**config.mk**
```make
export PLATFORM = sky130hd
export DESIGN_NAME = mac_address_sighting_table_top_flat
export DESIGN_NICKNAME = d
export VERILOG_FILES = /design/src/rtl/mast_pkg.sv /design/src/rtl/mast_if.sv /design/src/rtl/mast_ctrl.sv /design/src/rtl/mast_datapath.sv /design/src/rtl/mac_address_sighting_table_top.sv /design/src/flat_wrapper.sv
export SDC_FILE = /design/constraint.sdc
export NUM_CORES = 2
export LEC_CHECK = 0
export ABC_AREA = 1
export BUFFER_PORTS_ARGS = -buffer_cell sky130_fd_sc_hd__buf_2
export CAP_MARGIN = 5
export CORE_MARGIN = 1.5
export CORE_UTILIZATION = 30
export DETAILED_ROUTE_END_ITERATION = 6
export GPL_TIMING_DRIVEN = 1
export PLACE_DENSITY = 0.49
export SLEW_MARGIN = 10
export SYNTH_ARGS = -nofsm -noshare
export SYNTH_HDL_FRONTEND = slang
export SYNTH_SLANG_ARGS = --single-unit
```
**constraint.sdc**
```tcl
create_clock -name clk -period 5.4 [get_ports clk]
set_input_delay 0.81 -clock clk [delete_from_list [all_inputs] [get_ports clk]]
set_output_delay 0.81 -clock clk [all_outputs]
set_load 0.02 [all_outputs]
```
**src/rtl/mast_pkg.sv**
```systemverilog
// Shared types and constants for the MAC address sighting table.
// Used by the interfaces, the controller, the datapath and the top level.
package mast_pkg;

  localparam int ADDR_W = 48;
  localparam int STR_W = 8;
  localparam int TIME_W = 32;
  localparam int IDX_W = 5;

  typedef enum logic [1:0] {
    ST_IDLE,
    ST_SCAN,
    ST_LOOKUP,
    ST_UPDATE
  } state_t;

  typedef struct packed {
    logic start;
    logic scan;
    logic resolve;
    logic commit;
  } ctrl_cmd_t;

  typedef struct packed {
    logic hit;
    logic miss;
    logic full;
    logic out_busy;
  } ctrl_sts_t;

endpackage

```
**src/rtl/mast_if.sv**
```systemverilog
// Valid/ready channel interfaces for sightings in and results out.
// Depends on mast_pkg for the field widths.
interface mast_sighting_if import mast_pkg::*; ();
  logic              valid;
  logic              ready;
  logic [ADDR_W-1:0] mac_address;
  logic [STR_W-1:0]  signal_strength;
  logic [TIME_W-1:0] now_ms;

  modport source (output valid, mac_address, signal_strength, now_ms, input ready);
  modport sink (input valid, mac_address, signal_strength, now_ms, output ready);
endinterface

interface mast_result_if import mast_pkg::*; ();
  logic              valid;
  logic              ready;
  logic [IDX_W-1:0]  entry_index;
  logic              is_new;
  logic              dropped;
  logic [TIME_W-1:0] interval_ms;

  modport source (output valid, entry_index, is_new, dropped, interval_ms, input ready);
  modport sink (input valid, entry_index, is_new, dropped, interval_ms, output ready);
endinterface

```
**src/rtl/mast_ctrl.sv**
```systemverilog
// Controller state machine of the sighting table: sequences scan, lookup and update.
// Depends on mast_pkg for the state type and the command and status structs.
module mast_ctrl import mast_pkg::*; (
  input  logic      clk,
  input  logic      rst,
  input  logic      in_valid,
  output logic      in_ready,
  input  ctrl_sts_t sts,
  output ctrl_cmd_t cmd
);

  state_t state;
  state_t state_next;

  always_ff @(posedge clk) begin
    if (rst) begin
      state <= ST_IDLE;
    end else begin
      state <= state_next;
    end
  end

  always_comb begin
    state_next = state;
    case (state)
      ST_IDLE: begin
        if (in_valid) state_next = ST_SCAN;
      end
      ST_SCAN: begin
        if (sts.hit) begin
          state_next = ST_LOOKUP;
        end else if (sts.miss) begin
          state_next = sts.full ? ST_UPDATE : ST_LOOKUP;
        end
      end
      ST_LOOKUP: begin
        state_next = ST_UPDATE;
      end
      ST_UPDATE: begin
        if (!sts.out_busy) state_next = ST_IDLE;
      end
      default: begin
        state_next = ST_IDLE;
      end
    endcase
  end

  always_comb begin
    cmd = '0;
    in_ready = 1'b0;
    case (state)
      ST_IDLE: begin
        in_ready = 1'b1;
        cmd.start = in_valid;
      end
      ST_SCAN: begin
        cmd.scan = 1'b1;
        cmd.resolve = sts.hit | sts.miss;
      end
      ST_LOOKUP: begin
      end
      ST_UPDATE: begin
        cmd.commit = !sts.out_busy;
      end
      default: begin
      end
    endcase
  end

endmodule

```
**src/rtl/mast_datapath.sv**
```systemverilog
// Datapath of the sighting table: entry memories, scan pipeline and result register.
// Depends on mast_pkg for widths and the command and status structs.
module mast_datapath import mast_pkg::*; #(
  parameter int ENTRIES = 32
) (
  input  logic              clk,
  input  logic              rst,
  input  ctrl_cmd_t         cmd,
  output ctrl_sts_t         sts,
  input  logic [ADDR_W-1:0] mac_address,
  input  logic [STR_W-1:0]  signal_strength,
  input  logic [TIME_W-1:0] now_ms,
  input  logic              res_ready,
  output logic              res_valid,
  output logic [IDX_W-1:0]  entry_index,
  output logic              is_new,
  output logic              dropped,
  output logic [TIME_W-1:0] interval_ms
);

  localparam int CW = $clog2(ENTRIES + 1);
  localparam int IW = (ENTRIES > 1) ? $clog2(ENTRIES) : 1;

  logic [ADDR_W-1:0] addr_mem [ENTRIES];
  logic [STR_W-1:0]  str_mem  [ENTRIES];
  logic [TIME_W-1:0] last_mem [ENTRIES];
  logic [TIME_W-1:0] prev_mem [ENTRIES];

  logic [ADDR_W-1:0] addr_q;
  logic [STR_W-1:0]  strength_q;
  logic [TIME_W-1:0] now_q;
  logic [CW-1:0]     count;
  logic [CW-1:0]     rd_idx;
  logic              cmp_valid;
  logic [IW-1:0]     cmp_idx;
  logic [ADDR_W-1:0] addr_rdata;
  logic [IW-1:0]     slot;
  logic              slot_new;
  logic              slot_drop;
  logic [TIME_W-1:0] last_rdata;
  logic [TIME_W-1:0] last_base;
  logic              out_valid;
  logic              hit;
  logic              full;

  assign hit = cmp_valid && (addr_rdata == addr_q);
  assign full = (count == CW'(ENTRIES));
  assign last_base = slot_new ? '0 : last_rdata;

  assign sts.hit = hit;
  assign sts.miss = !cmp_valid && (rd_idx >= count);
  assign sts.full = full;
  assign sts.out_busy = out_valid && !res_ready;

  always_ff @(posedge clk) begin
    if (cmd.start) begin
      addr_q <= mac_address;
      strength_q <= signal_strength;
      now_q <= now_ms;
    end
  end

  always_ff @(posedge clk) begin
    if (rst) begin
      rd_idx <= '0;
      cmp_valid <= 1'b0;
    end else if (cmd.start) begin
      rd_idx <= '0;
      cmp_valid <= 1'b0;
    end else if (cmd.scan) begin
      if (rd_idx < count) begin
        rd_idx <= rd_idx + 1'b1;
        cmp_valid <= 1'b1;
      end else begin
        cmp_valid <= 1'b0;
      end
    end
  end

  always_ff @(posedge clk) begin
    cmp_idx <= rd_idx[IW-1:0];
    addr_rdata <= addr_mem[rd_idx[IW-1:0]];
    last_rdata <= last_mem[slot];
  end

  always_ff @(posedge clk) begin
    if (cmd.resolve) begin
      slot <= hit ? cmp_idx : count[IW-1:0];
      slot_new <= !hit && !full;
      slot_drop <= !hit && full;
    end
  end

  always_ff @(posedge clk) begin
    if (cmd.commit && !slot_drop) begin
      str_mem[slot] <= strength_q;
      last_mem[slot] <= now_q;
      prev_mem[slot] <= last_base;
      if (slot_new) begin
        addr_mem[slot] <= addr_q;
      end
    end
  end

  always_ff @(posedge clk) begin
    if (rst) begin
      count <= '0;
    end else if (cmd.commit && slot_new) begin
      count <= count + 1'b1;
    end
  end

  always_ff @(posedge clk) begin
    if (rst) begin
      out_valid <= 1'b0;
    end else if (cmd.commit) begin
      out_valid <= 1'b1;
    end else if (res_ready) begin
      out_valid <= 1'b0;
    end
  end

  always_ff @(posedge clk) begin
    if (cmd.commit) begin
      entry_index <= slot_drop ? '0 : IDX_W'(slot);
      is_new <= slot_new;
      dropped <= slot_drop;
      interval_ms <= slot_drop ? '0 : (now_q - last_base);
    end
  end

  assign res_valid = out_valid;

endmodule

```
**src/rtl/mac_address_sighting_table_top.sv**
```systemverilog
// Top level of the MAC address sighting table: controller plus datapath.
// Depends on mast_pkg, mast_if, mast_ctrl and mast_datapath.
//
//   Channel    Dir  Fields
//   sighting   in   mac_address[47:0], signal_strength[7:0], now_ms[31:0]
//   result     out  entry_index[4:0], is_new, dropped, interval_ms[31:0]
//
// A request scans the filled entries until it hits or runs past the fill count, then goes
// through LOOKUP to UPDATE; a hit on entry k ends the scan at that entry.
// A miss on a full table goes from SCAN straight to UPDATE and the request is dropped.
// The scan reads the address memory one entry per cycle, and the next request is taken
// in the cycle after the result is written.
// Reset clears the fill count and the control state; no clearing pass is needed.
// A new request is taken while a result waits in the output register; the update stalls
// only when that register is still occupied.
module mac_address_sighting_table_top import mast_pkg::*; #(
  parameter int ENTRIES = 32
) (
  input logic      clk,
  input logic      rst,
  mast_sighting_if.sink sighting,
  mast_result_if.source result
);

  ctrl_cmd_t cmd;
  ctrl_sts_t sts;

  mast_ctrl u_ctrl (
    .clk      (clk),
    .rst      (rst),
    .in_valid (sighting.valid),
    .in_ready (sighting.ready),
    .sts      (sts),
    .cmd      (cmd)
  );

  mast_datapath #(
    .ENTRIES (ENTRIES)
  ) u_datapath (
    .clk             (clk),
    .rst             (rst),
    .cmd             (cmd),
    .sts             (sts),
    .mac_address     (sighting.mac_address),
    .signal_strength (sighting.signal_strength),
    .now_ms          (sighting.now_ms),
    .res_ready       (result.ready),
    .res_valid       (result.valid),
    .entry_index     (result.entry_index),
    .is_new          (result.is_new),
    .dropped         (result.dropped),
    .interval_ms     (result.interval_ms)
  );

endmodule
```
**src/flat_wrapper.sv**
```systemverilog
// flat-port wrapper written by rule: the top's interface ports become plain ports
module mac_address_sighting_table_top_flat import mast_pkg::*;
#(
  parameter int ENTRIES = 32
)
  (clk, rst, sighting_valid, sighting_mac_address, sighting_signal_strength, sighting_now_ms, sighting_ready, result_valid, result_entry_index, result_is_new, result_dropped, result_interval_ms, result_ready);
  mast_sighting_if sighting_i ();
  mast_result_if result_i ();
  input logic clk;
  input logic rst;
  input wire logic [$bits(sighting_i.valid)-1:0] sighting_valid;
  input wire logic [$bits(sighting_i.mac_address)-1:0] sighting_mac_address;
  input wire logic [$bits(sighting_i.signal_strength)-1:0] sighting_signal_strength;
  input wire logic [$bits(sighting_i.now_ms)-1:0] sighting_now_ms;
  output wire logic [$bits(sighting_i.ready)-1:0] sighting_ready;
  output wire logic [$bits(result_i.valid)-1:0] result_valid;
  output wire logic [$bits(result_i.entry_index)-1:0] result_entry_index;
  output wire logic [$bits(result_i.is_new)-1:0] result_is_new;
  output wire logic [$bits(result_i.dropped)-1:0] result_dropped;
  output wire logic [$bits(result_i.interval_ms)-1:0] result_interval_ms;
  input wire logic [$bits(result_i.ready)-1:0] result_ready;
  assign sighting_i.valid = sighting_valid;
  assign sighting_i.mac_address = sighting_mac_address;
  assign sighting_i.signal_strength = sighting_signal_strength;
  assign sighting_i.now_ms = sighting_now_ms;
  assign sighting_ready = sighting_i.ready;
  assign result_valid = result_i.valid;
  assign result_entry_index = result_i.entry_index;
  assign result_is_new = result_i.is_new;
  assign result_dropped = result_i.dropped;
  assign result_interval_ms = result_i.interval_ms;
  assign result_i.ready = result_ready;
  mac_address_sighting_table_top #(.ENTRIES(ENTRIES)) u_core (.clk(clk), .rst(rst), .sighting(sighting_i), .result(result_i));
endmodule
```
==> flow_metrics.py <==
metrics = {
    "status": {
        "outcome": "completed",
    },
    "timing": {
        "finalCritPeriodShare_pct": 66.9,
        "setup_tns_ps": 0,
        "tightest_slew_ps": 1320,
        "min_period_ps": 3610,
        "setup_viol": 0,
        "finalClockSkew_ps": 93.4,
        "finalHoldViolCount": 0,
        "rsz0062_at_grt": "no",
        "max_freq_ghz": 0.277,
        "relSlewSlack_pct": 12.0,
        "drv_slew": 0,
    },
    "global_route": {
        "met1_usage_pct": 24.6,
        "grt_max_degree": 197,
        "grt_use_total_pct": 18.2,
        "grt_pass1_wl_um": 475000,
        "use_met3_pct": 2.50,
        "first_global_vias": 64658,
        "grt_use_met2_pct": 30.9,
        "antenna_found_initial": 14,
        "grt_overflow_total": 0,
        "gr-max-usage-layer": "met2",
    },
    "detailed_routing": {
        "avgViaCountPerCell": 5.21,
        "drtIter0Drc": 7095,
        "drt-total-wl_um": 336000,
        "wire_per_inst_um": 26.6,
        "ant_nets": 0,
        "drc": 0,
        "vias": 65928,
        "first_pass_iters": 5,
    },
    "floorplan": {
        "die_w_um": 599,
        "ioPinCount": 133,
        "initial_core_util_pct": 30.2,
        "die_h_um": 599,
        "core_mm2": 0.353,
        "dieArea_mm2": 0.359,
        "rows": 218,
    },
    "final_layout": {
        "drive_above_1_share_pct": 11.3,
        "fillers": 33861,
        "instances_no_fill": 12656,
        "multi_input_area_mm2": 0.0215,
        "regArea_mm2": 0.0827,
        "area_delta_synth_final_pct": 16.5,
        "layout.nets": 7798,
    },
    "power": {
        "p_comb_share_pct": 12.7,
        "powerDensity_mw_per_mm2": 437,
        "vdd_drop_max_mv": 0.311,
        "internal_power_mw": 39.4,
        "p_switching_mw": 14.8,
        "power.share.clock_pct": 38.7,
        "seq_power_share_pct": 48.7,
        "switching_share_pct": 27.3,
        "p_leak_nw": 39.8,
    },
    "run": {
        "drv_cap": 0,
    },
    "critical_path": {
        "setup.worst_path.end": "u_core.u_datapath.slot[3]",
        "cpMaxStageDelayCell": "edfxtp_1",
        "crit_chain": "inv_1 -> nand2_1 -> nand2_1 -> nor2_1 -> nand2_1 -> nor2_1 -> nand2_1 -> nor2_1 -> nand2_1 -> a21oi_1",
        "timing.reg2reg.setup_slack_ps": 1790,
        "r2r_start": "u_core.u_datapath.addr_q[6]",
        "worstSetupPathType": "register to register",
        "crit_path_max_fanout": 34,
        "crit_path_start": "u_core.u_datapath.addr_q[6]",
        "crit_top_cell": "nand2_1",
        "crit_arrival_ps": 4090,
        "cpPeakStageDelay_ps": 1170,
        "start_kind": "register",
        "cp-end-kind": "register",
        "reg2reg_depth": 10,
        "worstReg2RegEnd": "u_core.u_datapath.slot[3]",
        "cp.required_ps": 5880,
    },
    "placement": {
        "hpwlAfterDp_um": 173000,
        "placed_cells": 12071,
        "gp_congestion": 0.817,
        "port_buffers": 124,
    },
    "cts": {
        "cts_tree": "yes",
        "clock_latency_ps": 940,
        "post_cts_resized": 0,
        "cts.path.max_buffers": 4,
        "ctsRootBufferMaster": "clkbuf_16",
        "path_clk_slew_ps": 60,
        "cts_sinks": 2787,
        "numCtsBuffers": 311,
        "h-tree-depth": 5,
    },
    "hold_path": {
        "hp-class": "primary input to register",
    },
    "synthesis": {
        "ys_ff_latch": 2787,
        "yosysSeqAreaShare_pct": 77.6,
        "syn_area_per_cell_um2": 14.3,
        "synthCells": 7471,
        "yosysWarnings": 0,
        "synth_cell_types": 46,
        "synth.net_count": 7610,
        "synthesis.area_mm2": 0.107,
    },
}
==> cell families (layout without fill, tap and decap cells) <==
kind of cell | after synthesis | in the layout | share of synthesized area [%]
flip-flops | 2787 | 2787 | 77.6
AO/OA/AOI/OAI | 2126 | 2126 | 12.2
AND/OR/NAND/NOR | 1799 | 1799 | 6.94
buffers and inverters | 698 | 1142 | 2.63
adder cells (fa/ha/maj) | 47 | 47 | 0.559
XOR/XNOR | 14 | 14 | 0.115
other | 0 | 11 | 0
==> layout make-up <==
| cell class | count | area share, % |
|---|---|---|
| well taps | 4730 | 4.77 |
| inverters | 229 | 0.740 |
| clock buffers | 426 | 6.91 |
| flip-flops and latches | 2787 | 66.6 |
| diodes | 11 | 0.0222 |
| multi-input cells | 3986 | 17.4 |
| clock inverters | 143 | 1.18 |
| repair buffers | 344 | 2.40 |
==> per-layer routing <==
| metal | wire [µm] | vias up |
|---|---|---|
| met1 | 144000 | 34138 |
| met5 | 20 | - |
| li1 | - | 28980 |
| met2 | 164000 | 2333 |
| met3 | 21200 | 473 |
| met4 | 7610 | 4 |
==> worst max-delay path, delay by kind of cell, from the launching register on <==
kind                   cells  cell delay (ps)
AOI/OAI and AO/OA          1              720
buffers and inverters      1               90
DFF                        1             1170
and+or+nand+nor            8             1120
==> cells in the mapped netlist, drive strengths merged <==
cell type / number / area (µm²)
o22ai: 235 / 1470
dfxtp: 101 / 2020
and3: 1 / 6.26
o31ai: 2 / 15.0
nor2: 936 / 3520
o21a: 8 / 60.1
ha: 46 / 576
a21oi: 292 / 1460
nor3: 52 / 275
a2111oi: 3 / 26.3
a31oi: 3 / 18.8
and2: 2 / 12.5
clkinv: 1 / 3.75
nand2: 522 / 1960
xnor2: 12 / 105
o21ai: 861 / 4320
o211ai: 42 / 315
or2: 17 / 106
a21boi: 2 / 15.0
o2111ai: 1 / 8.76
nand4: 88 / 551
buf: 159 / 773
o221ai: 152 / 1330
nand3: 133 / 666
o21bai: 5 / 37.5
edfxtp: 2686 / 80700
xor2: 2 / 17.5
a22oi: 513 / 3850
nor3b: 2 / 15.0
nor4b: 1 / 8.76
a21o: 2 / 15.0
a211oi: 4 / 30.0
nor4: 45 / 282
clkbuf: 310 / 1160
fa: 1 / 20.0
a31o: 1 / 8.76
inv: 228 / 858
==> per-stage QoR <==
step           worst slack, ps  power, mW  util [%]  instance area [µm²]  hold WS [ps]
5_1_grt                   1480       56.1      35.2               124000          25.4
4_1_cts                   1790       54.6      35.1               124000         0.597
2_1_floorplan             16.6       30.3         -               107000           350
3_3_place_gp              1690       33.6      32.3               114000           381
6_report                  1790       54.2      35.2               124000          59.1
3_5_place_dp              1660       33.7      32.3               114000           390
==> power by group through the flow <==
stage                     clock [mW]  sequential, mW  combinational (mW)
after global placement             0            26.8                6.81
after CTS                       21.3            26.4                6.90
after detailed placement           0            26.9                6.88
final                           21.0            26.4                6.88
after global routing            22.2            26.4                7.47
after floorplan                    0            26.7                3.61
==> registers in the layout, indices dropped and copies added (netlist names), 5 cells and up <==
signal	cells
u_core.u_datapath.slot	5
u_core.u_datapath.last_mem	1024
u_core.u_datapath.interval_ms	32
u_core.u_datapath.now_q	32
u_core.u_datapath.cmp_idx	5
u_core.u_datapath.rd_idx	6
u_core.u_datapath.entry_index	5
u_core.u_datapath.last_rdata	32
u_core.u_datapath.count	6
u_core.u_datapath.addr_mem	1536
u_core.u_datapath.addr_rdata	48
u_core.u_datapath.addr_q	48
==> layout by cell type (no fill, tap or decap), drive strengths merged, types with 45 or more instances in the layout <==
| master | count |
|---|---|
| a21oi | 292 |
| a22oi | 513 |
| buf | 340 |
| clkbuf | 426 |
| clkinv | 101 |
| dfxtp | 101 |
| edfxtp | 2686 |
| ha | 46 |
| inv | 242 |
| nand2 | 522 |
| nand3 | 133 |
| nand4 | 88 |
| nor2 | 936 |
| nor3 | 52 |
| nor4 | 45 |
| o21ai | 861 |
| o221ai | 152 |
| o22ai | 235 |
==> what timing repair did <==
action                    in CTS  in global routing
setup buffers                  0                  0
hold endpoints to repair       4                  0
hold buffers                   4                  0
==> worst min-delay path by stage <==
| stage | from | endpoint | slack, ps | cells after the start |
|---|---|---|---|---|
| floorplan | u_core.u_datapath.rd_idx[2] | u_core.u_datapath.cmp_idx[2] | 350 | 0 |
| global placement | u_core.u_datapath.rd_idx[4] | u_core.u_datapath.cmp_idx[4] | 380 | 0 |
| detailed placement | u_core.u_datapath.rd_idx[4] | u_core.u_datapath.cmp_idx[4] | 390 | 0 |
| CTS | sighting_mac_address[27] | u_core.u_datapath.addr_q[27] | 0.6 | 1 |
| global route | sighting_mac_address[30] | u_core.u_datapath.addr_q[30] | 30 | 1 |
| finish | sighting_mac_address[30] | u_core.u_datapath.addr_q[30] | 60 | 1 |
(Power assumes the default switching activity.)
